===== src/hw/rtl/i2cbm_pkg.sv =====
// Shared types, command codes and pin-phase decode for the bit-level I2C master.
// No dependencies; used by i2cbm_core and i2c_bit_level_master.
`timescale 1ns / 1ps

package i2cbm_pkg;

  // Commands on the input channel; tick also marks the idle command slot
  typedef enum logic [2:0] {
    OP_TICK  = 3'd0,
    OP_START = 3'd1,
    OP_STOP  = 3'd2,
    OP_WRITE = 3'd3,
    OP_RDACK = 3'd4,
    OP_RDNAK = 3'd5
  } op_t;

  localparam op_t CMD_IDLE = OP_TICK;

  localparam int unsigned TDATA_IN_W  = 16;
  localparam int unsigned TUSER_IN_W  = 8;
  localparam int unsigned TDATA_OUT_W = 16;

  // One pin update: hit says whether a pin changes at all
  typedef struct packed {
    logic hit;
    logic is_sda;
    logic lvl;
  } pin_set_t;

  // One result item
  typedef struct packed {
    logic       scl;
    logic       sda;
    logic       busy;
    logic       done;
    logic [7:0] read_data;
    logic       rejected;
  } res_t;

  function automatic logic [4:0] phase_total(op_t cmd);
    case (cmd)
      OP_START: return 5'd4;
      OP_STOP:  return 5'd4;
      OP_WRITE: return 5'd27;
      OP_RDACK: return 5'd21;
      OP_RDNAK: return 5'd19;
      default:  return 5'd0;
    endcase
  endfunction

  // Read commands sample SDA at the end of every SCL-high phase of the eight data bits
  function automatic logic is_sample_phase(op_t cmd, logic [4:0] idx);
    return (cmd == OP_RDACK || cmd == OP_RDNAK) &&
           (idx >= 5'd1) && (idx <= 5'd16) && idx[0];
  endfunction

  // Pin set for phase idx of cmd; sb is the byte being written
  function automatic pin_set_t apply_phase(op_t cmd, logic [4:0] idx, logic [7:0] sb);
    pin_set_t   ps;
    logic [9:0] prod;
    logic [4:0] b;
    logic [4:0] r;
    ps   = '{hit: 1'b1, is_sda: 1'b0, lvl: 1'b1};
    // idx / 3 for idx below 24 as a reciprocal multiply
    prod = {5'd0, idx} * 10'd11;
    b    = prod[9:5];
    r    = idx - 5'(b * 5'd3);
    case (cmd)
      OP_START: begin
        case (idx)
          5'd0:    ps = '{hit: 1'b1, is_sda: 1'b0, lvl: 1'b1};
          5'd1:    ps = '{hit: 1'b1, is_sda: 1'b1, lvl: 1'b1};
          5'd2:    ps = '{hit: 1'b1, is_sda: 1'b1, lvl: 1'b0};
          5'd3:    ps = '{hit: 1'b1, is_sda: 1'b0, lvl: 1'b0};
          default: ps.hit = 1'b0;
        endcase
      end
      OP_STOP: begin
        case (idx)
          5'd0:    ps = '{hit: 1'b1, is_sda: 1'b0, lvl: 1'b0};
          5'd1:    ps = '{hit: 1'b1, is_sda: 1'b1, lvl: 1'b0};
          5'd2:    ps = '{hit: 1'b1, is_sda: 1'b0, lvl: 1'b1};
          5'd3:    ps = '{hit: 1'b1, is_sda: 1'b1, lvl: 1'b1};
          default: ps.hit = 1'b0;
        endcase
      end
      OP_WRITE: begin
        if (idx < 5'd24) begin
          if (r == 5'd0) begin
            ps.is_sda = 1'b1;
            ps.lvl    = sb[3'd7 - b[2:0]];
          end else begin
            ps.lvl = (r == 5'd1);
          end
        end else if (idx == 5'd24) begin
          ps.is_sda = 1'b1;
        end else begin
          ps.lvl = (idx == 5'd25);
        end
      end
      OP_RDACK, OP_RDNAK: begin
        if (idx == 5'd0) begin
          ps.is_sda = 1'b1;
        end else if (idx <= 5'd16) begin
          ps.lvl = idx[0];
        end else if (cmd == OP_RDACK) begin
          case (idx)
            5'd17:   ps = '{hit: 1'b1, is_sda: 1'b1, lvl: 1'b0};
            5'd18:   ps = '{hit: 1'b1, is_sda: 1'b0, lvl: 1'b1};
            5'd19:   ps = '{hit: 1'b1, is_sda: 1'b0, lvl: 1'b0};
            default: ps = '{hit: 1'b1, is_sda: 1'b1, lvl: 1'b1};
          endcase
        end else begin
          ps.lvl = (idx == 5'd17);
        end
      end
      default: ps.hit = 1'b0;
    endcase
    return ps;
  endfunction

endpackage


===== src/hw/rtl/i2c_bit_level_master.sv =====
// Bit-level I2C master: an accepted input item is held in the input register, then passes
// through the sequencer into the result register, from which it leaves as a result item.
// Throughput is one item per cycle while out_tready drains results; the two registers
// each hold one item, so the input register can still take one item while a result waits.
// Reset (rst_n low, synchronous) empties both registers, releases SCL and SDA,
// clears the sequencer to idle and sets phase_ticks to one. Depends on i2cbm_pkg and i2cbm_core.
`timescale 1ns / 1ps

module i2c_bit_level_master (
  input  logic                              clk,
  input  logic                              rst_n,
  // configuration: phase_ticks
  input  logic                              cfg_wr_en,
  input  logic [7:0]                        cfg_wr_data,
  // input items
  input  logic                              in_tvalid,
  output logic                              in_tready,
  input  logic [i2cbm_pkg::TDATA_IN_W-1:0]  in_tdata,   // [7:0] data, [8] sda_in, rest zero
  input  logic [i2cbm_pkg::TUSER_IN_W-1:0]  in_tuser,   // [2:0] op, rest zero
  // result items
  output logic                              out_tvalid,
  input  logic                              out_tready,
  output logic [i2cbm_pkg::TDATA_OUT_W-1:0] out_tdata   // [0] scl, [1] sda, [2] busy_res,
                                                        // [3] done_res, [11:4] read_data,
                                                        // [12] rejected, rest zero
);
  import i2cbm_pkg::*;

  // Bus speed register; the user must write it only while the block is idle (not enforced here)
  logic [7:0] phase_ticks_r;

  // Input register stage
  logic       s1_valid_r;
  logic [2:0] s1_op_r;
  logic [7:0] s1_data_r;
  logic       s1_sdi_r;

  // Result register stage
  logic       out_valid_r;
  res_t       out_res_r;

  logic       s1_adv;
  logic       in_acc;
  res_t       step_res;

  // Move the held item through the sequencer when the result slot is free
  // or is being emptied in this same cycle.
  assign s1_adv    = s1_valid_r && (!out_valid_r || out_tready);
  assign in_tready = !s1_valid_r || s1_adv;
  assign in_acc    = in_tvalid && in_tready;

  always_ff @(posedge clk) begin
    if (!rst_n) begin
      phase_ticks_r <= 8'd1;
    end else if (cfg_wr_en) begin
      phase_ticks_r <= cfg_wr_data;
    end
  end

  always_ff @(posedge clk) begin
    if (!rst_n) begin
      s1_valid_r <= 1'b0;
    end else if (in_tready) begin
      s1_valid_r <= in_tvalid;
    end
  end

  // Payload: capture on accept, hold otherwise
  always_ff @(posedge clk) begin
    if (in_acc) begin
      s1_op_r   <= in_tuser[2:0];
      s1_data_r <= in_tdata[7:0];
      s1_sdi_r  <= in_tdata[8];
    end
  end

  // Sequencer state advances exactly once per item
  i2cbm_core u_core (
    .clk         (clk),
    .rst_n       (rst_n),
    .step_en     (s1_adv),
    .op          (s1_op_r),
    .data        (s1_data_r),
    .sdi         (s1_sdi_r),
    .phase_ticks (phase_ticks_r),
    .res         (step_res)
  );

  always_ff @(posedge clk) begin
    if (!rst_n) begin
      out_valid_r <= 1'b0;
    end else if (s1_adv) begin
      out_valid_r <= 1'b1;
    end else if (out_tready) begin
      out_valid_r <= 1'b0;
    end
  end

  always_ff @(posedge clk) begin
    if (s1_adv) begin
      out_res_r <= step_res;
    end
  end

  assign out_tvalid = out_valid_r;
  assign out_tdata  = {3'd0, out_res_r.rejected, out_res_r.read_data, out_res_r.done,
                       out_res_r.busy, out_res_r.sda, out_res_r.scl};

`ifndef ASSERT_OFF
  // A rejected command never finishes a command in the same item
  a_rej_not_done: assert property (@(posedge clk) disable iff (!rst_n)
    out_tvalid |-> !(out_res_r.rejected && out_res_r.done))
    else $error("rejected and done in one result item");

  // Finishing a command leaves the sequencer idle
  a_done_idle: assert property (@(posedge clk) disable iff (!rst_n)
    out_tvalid && out_res_r.done |-> !out_res_r.busy)
    else $error("done item still reports busy");

  // A command is only rejected while another one keeps the sequencer busy
  a_rej_busy: assert property (@(posedge clk) disable iff (!rst_n)
    out_tvalid && out_res_r.rejected |-> out_res_r.busy)
    else $error("rejected item while idle");

  // The input side stalls only when the held item cannot move on
  a_stall_cause: assert property (@(posedge clk) disable iff (!rst_n)
    !in_tready |-> s1_valid_r && out_valid_r && !out_tready)
    else $error("input stalled without a full pipeline");
`endif

endmodule


===== src/hw/rtl/i2cbm_core.sv =====
// Command sequencer state and per-item step logic of the bit-level I2C master.
// Depends on i2cbm_pkg.
`timescale 1ns / 1ps

module i2cbm_core (
  input  logic              clk,
  input  logic              rst_n,
  input  logic              step_en,
  input  logic [2:0]        op,
  input  logic [7:0]        data,
  input  logic              sdi,
  input  logic [7:0]        phase_ticks,
  output i2cbm_pkg::res_t   res
);
  import i2cbm_pkg::*;

  op_t        cmd_r, cmd_nxt;
  logic [4:0] phase_r, phase_nxt;
  logic [7:0] tick_r, tick_nxt;
  logic [7:0] shift_r, shift_nxt;
  logic       scl_r, scl_nxt;
  logic       sda_r, sda_nxt;
  logic [7:0] last_r, last_nxt;

  logic       done;
  logic       rej;
  logic       is_cmd;
  logic [7:0] limit;
  logic [7:0] tick_inc;
  logic [4:0] phase_inc;
  pin_set_t   ps;

  always_comb begin
    cmd_nxt   = cmd_r;
    phase_nxt = phase_r;
    tick_nxt  = tick_r;
    shift_nxt = shift_r;
    scl_nxt   = scl_r;
    sda_nxt   = sda_r;
    last_nxt  = last_r;
    done      = 1'b0;
    rej       = 1'b0;
    ps        = '0;
    is_cmd    = (op >= 3'(OP_START)) && (op <= 3'(OP_RDNAK));
    limit     = (phase_ticks == 8'd0) ? 8'd1 : phase_ticks;
    tick_inc  = tick_r + 8'd1;
    phase_inc = phase_r + 5'd1;

    if (is_cmd) begin
      if (cmd_r != CMD_IDLE) begin
        rej = 1'b1;
      end else begin
        cmd_nxt   = op_t'(op);
        phase_nxt = 5'd0;
        tick_nxt  = 8'd0;
        shift_nxt = (op_t'(op) == OP_WRITE) ? data : 8'd0;
        ps        = apply_phase(op_t'(op), 5'd0, shift_nxt);
      end
    end else if (cmd_r != CMD_IDLE) begin
      if (tick_inc >= limit) begin
        tick_nxt = 8'd0;
        if (is_sample_phase(cmd_r, phase_r)) begin
          shift_nxt = {shift_r[6:0], sdi};
        end
        if (phase_inc >= phase_total(cmd_r)) begin
          if (cmd_r == OP_RDACK || cmd_r == OP_RDNAK) begin
            last_nxt = shift_nxt;
          end
          done      = 1'b1;
          cmd_nxt   = CMD_IDLE;
          phase_nxt = 5'd0;
        end else begin
          phase_nxt = phase_inc;
          ps        = apply_phase(cmd_r, phase_inc, shift_nxt);
        end
      end else begin
        tick_nxt = tick_inc;
      end
    end

    if (ps.hit) begin
      if (ps.is_sda) begin
        sda_nxt = ps.lvl;
      end else begin
        scl_nxt = ps.lvl;
      end
    end
  end

  always_ff @(posedge clk) begin
    if (!rst_n) begin
      cmd_r   <= CMD_IDLE;
      phase_r <= 5'd0;
      tick_r  <= 8'd0;
      shift_r <= 8'd0;
      scl_r   <= 1'b1;
      sda_r   <= 1'b1;
      last_r  <= 8'd0;
    end else if (step_en) begin
      cmd_r   <= cmd_nxt;
      phase_r <= phase_nxt;
      tick_r  <= tick_nxt;
      shift_r <= shift_nxt;
      scl_r   <= scl_nxt;
      sda_r   <= sda_nxt;
      last_r  <= last_nxt;
    end
  end

  assign res = '{scl: scl_nxt, sda: sda_nxt, busy: (cmd_nxt != CMD_IDLE), done: done,
                 read_data: last_nxt, rejected: rej};

endmodule

===== config.mk =====
export PLATFORM = sky130hd
export DESIGN_NAME = i2c_bit_level_master
export DESIGN_NICKNAME = d
export VERILOG_FILES = /design/src/hw/rtl/i2cbm_pkg.sv /design/src/hw/rtl/i2c_bit_level_master.sv /design/src/hw/rtl/i2cbm_core.sv
export SDC_FILE = /design/constraint.sdc
export NUM_CORES = 1
export LEC_CHECK = 0
export BUFFER_PORTS_ARGS = -buffer_cell sky130_fd_sc_hd__buf_2
export CORE_ASPECT_RATIO = 0.6
export CORE_MARGIN = 1
export CORE_UTILIZATION = 55
export CTS_CLUSTER_DIAMETER = 60
export DETAILED_ROUTE_END_ITERATION = 10
export PLACE_DENSITY = 0.76
export SLEW_MARGIN = 20
export SYNTH_ARGS = -nofsm -noshare
export SYNTH_HDL_FRONTEND = slang
export SYNTH_SLANG_ARGS = --single-unit

===== constraint.sdc =====
create_clock -name clk -period 7.4 [get_ports clk]
set_clock_uncertainty 0.15 [all_clocks]
set_input_delay 0.74 -clock clk [delete_from_list [all_inputs] [get_ports clk]]
set_output_delay 0.74 -clock clk [all_outputs]
set_load 0.005 [all_outputs]

==> qor.yml, run 1 <==
hpwl_um: 7780
slowest_stage: "dfxtp_1"
yosys.cell_count.top_type: "nor2_1"
yosysTopAreaCellShare_pct: 19.4
hold_buffers: 0
arrival_ns: 6.81
grt_usage_pct: 25.3
die_height_um: 72.5
peakVddDrop_v: 0.000123
wire_per_inst_um: 16.3
cp_max_fo: 13
drt-initial-drc-count: 386
postRouteAntennaNets: 0
worstSkewPairLatency_ns: 0.33
final-seq-area_um2: 1630
synth_edf_count: 25
finalHoldViolCount: 0
drive_above_1_share_pct: 14.5
start_util_pct: 57.3
dieArea_um2: 8660
hp-class: "flop to flop"
rsz0062_at_grt: "false"
p_leak_uw: 0.00208
fin_crit_sh_pct: 93.0
fill_cells: 672
maxCapViolCount: 0
avgSynthCellArea_um2: 9.21
first_pass_iters: 4
tightest_slew_ns: 1.08
ys_seq_elements: 69
clkTransAtPathRegs_ns: 0.06
finalNetCount: 605
pwr_density_cell_nw_per_um2: 185
rr_worst_depth: 24
drv_slew: 0
slew_headroom_pct: 28.0
antenna_found_initial: 0
synth-seq-area-share_pct: 35.8
yosys_warnings: 0
synth_common_cells: "65 x nor2_1, 44 x dfxtp_1, 39 x ha_1"
drc: 0
final.setup.tns_ns: 0
cts_buffers: 9
cp_common_cell: "inv_1"
io_pins: 55
overflow: 0
htree_levels: 3
crit_required_ns: 7.33
cts_resized: 0
max_clock_freq_mhz: 145
cts_tree: "yes"
ys.flop_type: "dfxtp_1"
grt_pass1_vias: 3308
status: "completed"
place_ws_ns: 0.628
syn_area_um2: 4550
grt_start_max_net_pins: 30
crit_path_max_incr_delay_ns: 0.63
finalSetupViolCount: 0
rows: 25
hold_depth: 2
synthArstFlopShare_pct: 0
cp_cell_sequence: "inv_1 -> ha_1 -> ha_1 -> inv_1 -> fa_1 -> inv_1 -> ha_1 -> o21ai_0 -> o21bai_1 -> buf_4 -> a21oi_1 -> xor2_1 -> inv_1 -> fa_1 -> inv_1 -> ha_1 -> nor2b_1 -> o21ai_0 -> nand2b_1 -> xnor3_1 -> o2111a_1 -> a311oi_4 -> nor2b_1 -> mux2_1"
gp_congestion: 0.920
endpoint_kind: "flop"
grt_pass1_wl_um: 16700
wl_um: 10400
dr_total_vias: 3694
core_um2: 7950
worst_slack_ns: 0.520
synth_cell_types: 80
criticalPathCategory: "flop to flop"
synthToLayoutAreaGrowth_pct: 11.8
yosys-top-cells-area: "dfxtp_1 19%, edfxtp_1 16%, ha_1 11%, nor2_1 5.4%, mux2i_1 4.2%"
io_buffer_count: 39
startpoint_type: "flop"
multi_input_area_um2: 2670
viasPerCell: 5.79
syn_inst: 494
chipWidth_um: 119
synth_top_cell_by_area: "dfxtp_1"
antennaDiodeCount: 0
ctsRootBufferMaster: "clkbuf_16"
fin_crit_ns: 6.88
clockBufferDepth: 2
cts_setup_buffers: 0
clkSinkCount: 69
==> worst max-delay path, delay by kind of cell (launching register included) <==
| kind | cells | cell delay [ns] |
|---|---|---|
| adders and majority gates | 6 | 2.43 |
| AOI/OAI and AO/OA | 6 | 1.33 |
| buffers and inverters | 6 | 0.67 |
| xor gates and xnor gates | 2 | 0.66 |
| DFF | 1 | 0.63 |
| and+or+nand+nor | 3 | 0.42 |
| muxes | 1 | 0.33 |
==> flip-flops by register name (all words and copies together) (netlist names) <==
register        count
u_core.scl_r        1
u_core.cmd_r        3
out_tdata          13
u_core.last_r       8
u_core.tick_r       8
phase_ticks_r       8
s1_data_r           8
u_core.phase_r      5
out_tvalid          1
s1_valid_r          1
s1_op_r             3
u_core.shift_r      8
s1_sdi_r            1
u_core.sda_r        1
==> power breakdown <==
group          total, µW  switching (µW)  leakage, µW  internal (µW)
combinational       99.8            63.1      0.00134           36.7
clock                418             169     0.000141            248
sequential           422            12.5     0.000598            409
total                939             245      0.00208            694
==> final timing paths <==
| path | endpoint | startpoint | slack, ns |
|---|---|---|---|
| worst max-delay path | out_tdata[1] | u_core.phase_r[0] | 0.52 |
| worst min-delay path | u_core.last_r[7] | u_core.last_r[7] | 0.35 |
| worst max register to register | out_tdata[1] | u_core.phase_r[0] | 0.52 |
| worst min register to register | u_core.last_r[7] | u_core.last_r[7] | 0.35 |
==> through the flow <==
step	instance area [µm²]	power, µW	hold WS, ns	cells	util (%)
3_3_place_gp	4800	523	0.326	622	60.4
3_5_place_dp	4800	526	0.340	622	60.4
6_report	5090	939	0.346	638	64.1
5_1_grt	5090	976	0.370	638	64.1
2_1_floorplan	4560	497	0.294	496	-
4_1_cts	5090	945	0.349	638	64.1
==> kinds of logic (layout without fill, tap and decap cells) <==
family	after synthesis	count (layout)	synth area share (%)
buf+inv	60	94	5.66
simple gates	172	172	18.2
fa+ha+maj	43	43	12.5
compound gates	102	102	16.9
flops	69	69	35.8
other cells	1	3	0.0824
mux	23	23	5.17
xor+xnor	24	24	5.66
==> layer usage <==
layer  track usage, %  share of wire, %  routed length (µm)
met1             36.4                50                5200
met2             36.6                41                4250
met3             7.63               7.9                 826
met4             7.22               1.2                 122
met5                0                 0                   0
==> final cells by class <==
class | instances | area share, %
clock buffer | 10 | 4.92
clock inverter | 6 | 0.860
inverter | 34 | 2.51
multi-input combinational | 367 | 52.4
sequential | 69 | 32.0
tap | 108 | 2.65
timing repair buffer | 44 | 4.57
==> cells in the final DEF (no fill, tap or decap), types with 9 or more instances in the layout <==
master	n
o21ai_0	22
buf_2	39
clkbuf_16	10
nor2_1	65
dfxtp_1	44
inv_1	34
nand3_1	12
nand2_1	34
edfxtp_1	25
a311oi_1	9
xor2_1	12
mux2i_1	19
nor3_1	15
ha_1	39
a21oi_1	12
a211oi_1	10
(Power assumes the default switching activity.)
==> inputs of run 2 (changes only) <==
--- a/config.mk
+++ b/config.mk
@@ -8,10 +8,10 @@
 export BUFFER_PORTS_ARGS = -buffer_cell sky130_fd_sc_hd__buf_2
 export CORE_ASPECT_RATIO = 0.6
 export CORE_MARGIN = 1
-export CORE_UTILIZATION = 55
+export CORE_UTILIZATION = 50
 export CTS_CLUSTER_DIAMETER = 60
 export DETAILED_ROUTE_END_ITERATION = 10
-export PLACE_DENSITY = 0.76
+export PLACE_DENSITY = 0.7
 export SLEW_MARGIN = 20
 export SYNTH_ARGS = -nofsm -noshare
 export SYNTH_HDL_FRONTEND = slang
==> qor.yml, run 2 (synthesis results as in run 1) <==
dieArea_um2: 9500  # +9.8%
die_height_um: 75.9  # +4.7%
final.setup.tns_ns: 0  # unchanged
final_area_um2: 5140  # +1.0%
wl_um: 10600  # +1.5%
place_ws_ns: 0.608  # -0.0202 ns
cts_resized: 0  # unchanged
cts_tree: "yes"
start_util_pct: 52.6  # -4.7 points
final_cells: 643  # +0.78%
drt-initial-drc-count: 344  # -11%
viasPerCell: 5.76  # -0.54%
first_pass_iters: 8  # +4
grt_usage_pct: 23.2  # -2.1 points
arrival_ns: 6.77  # -0.04 ns
layout_common_cells: "65 x nor2_1, 44 x dfxtp_1, 39 x ha_1, 39 x buf_2"
r2r-start: "u_core.phase_r[0]"
finalSetupViolCount: 0  # unchanged
clkSinkCount: 69  # unchanged
rsz0062_at_grt: "false"
fill_cells: 757  # +13%
htree_levels: 3  # unchanged
largest_reg_flops: 13  # unchanged
tightest_slew_ns: 1.05  # -0.0255 ns
ctsRootBufferMaster: "clkbuf_16"
endpoint: "out_tdata[1]"
fin_crit_ns: 6.85  # -0.0343 ns
holdWs_ns: 0.346  # -0.000199 ns
hold_start: "u_core.last_r[1]"
reg2reg_setup_slack_ns: 0.55  # +0.03 ns
dp.cells: 627  # +0.80%
slew_headroom_pct: 29.6  # +1.6 points
violations: "DRC"
hp-class: "flop to flop"
drive_above_1_share_pct: 14.7  # +0.16 points
chipWidth_um: 125  # +4.8%
rr_worst_depth: 24  # unchanged
gp_congestion: 0.919  # -0.11%
synthToLayoutAreaGrowth_pct: 13.0
grt_pass1_wl_um: 17200  # +3.1%
startpoint: "u_core.phase_r[0]"
core_um2: 8650  # +8.9%
drc: 8  # +8
maxCapViolCount: 0  # unchanged
clockBufferDepth: 2  # unchanged
crit_path_max_incr_delay_ns: 0.65  # +0.02 ns
wire_per_inst_um: 16.4  # +0.71%
cts_setup_buffers: 0  # unchanged
postPlaceCellArea_um2: 4810  # +0.26%
antennaDiodeCount: 0  # unchanged
peakVddDrop_v: 0.000133  # +8.0%
grt_pass1_vias: 3443  # +4.1%
fin_crit_sh_pct: 92.5  # -0.46 points
worst_slack_ns: 0.555  # +0.0343 ns
io_pins: 55  # unchanged
status: "finished, violations left"
grt_start_max_net_pins: 30  # unchanged
clkTransAtPathRegs_ns: 0.06  # about the same
overflow: 0  # unchanged
max_clock_freq_mhz: 146  # +0.50%
cp_common_cell: "inv_1"
multi_input_area_um2: 2670  # unchanged
crit_required_ns: 7.33  # about the same
criticalPathCategory: "flop to flop"
hpwl_um: 8020  # +3.0%
rows: 26  # +4.0%
dr_total_vias: 3703  # +0.24%
cp_cell_sequence: "inv_1 -> ha_1 -> ha_1 -> inv_1 -> fa_1 -> inv_1 -> ha_1 -> o21ai_0 -> o21bai_1 -> buf_4 -> a21oi_1 -> xor2_1 -> inv_1 -> fa_1 -> inv_1 -> ha_1 -> nor2b_1 -> o21ai_0 -> nand2b_1 -> xnor3_1 -> o2111a_1 -> a311oi_4 -> nor2b_1 -> mux2_1"
postRouteAntennaNets: 0  # unchanged
pwr_density_cell_nw_per_um2: 193  # +4.6%
antenna_found_initial: 0  # unchanged
hold_buffers: 0  # unchanged
finalHoldViolCount: 0  # unchanged
startpoint_type: "flop"
cts_buffers: 9  # unchanged
worstSkewPairLatency_ns: 0.33  # about the same
p_leak_uw: 0.00210  # +1.1%
endpoint_kind: "flop"
final_common_cell: "nor2_1"
io_buffer_count: 39  # unchanged
r2r-end: "out_tdata[1]"
slowest_stage: "dfxtp_1"
drv_slew: 0  # unchanged
final-seq-area_um2: 1630  # unchanged
finalNetCount: 606  # +0.17%
cp_max_fo: 13  # unchanged
[run 2: stage by stage]
step	utilization, %	power, µW
after floorplan	-	497
after global placement	55.6	525
after detailed placement	55.6	527
after CTS	59.4	999
after global routing	59.4	1030
final	59.4	993
[run 2: how the worst min path moves through the flow]
stage | to | slack [ns] | depth (start not counted)
finish | u_core.last_r[1] | 0.35 | 2
global route | u_core.last_r[0] | 0.38 | 2
CTS | u_core.shift_r[7] | 0.35 | 2
detailed placement | u_core.shift_r[7] | 0.34 | 2
global placement | phase_ticks_r[4] | 0.33 | 2
floorplan | phase_ticks_r[0] | 0.29 | 2
[run 2: final cells by class]
cell class                      count  area share, %
Clock inverter                      6           1.82
Timing Repair Buffer               45           4.67
Sequential cell                    69           31.7
Clock buffer                       10           4.65
Tap cell                          112           2.73
Inverter                           34           2.48
Multi-Input combinational cell    367           51.9
[run 2: per-layer routing]
layer	GRT usage, %	wire length [µm]	vias up
met3	6.07	692	12
met2	32.7	4350	100
met1	34.5	5400	1766
li1	-	-	1825
met4	6.46	121	0
met5	0	0	-
[run 2: critical path: cells and delay by family (launching register included)]
family	cells	cell delay, ns
AOI/OAI and AO/OA	6	1.25
muxes	1	0.33
and+or+nand+nor	3	0.43
DFF	1	0.65
adders and majority gates	6	2.44
xor gates and xnor gates	2	0.67
buffers and inverters	6	0.65
[run 2: report_power, final]
part	switching, µW	internal (µW)
registers	12.2	409
logic	63.1	37.3
clock network	164	306
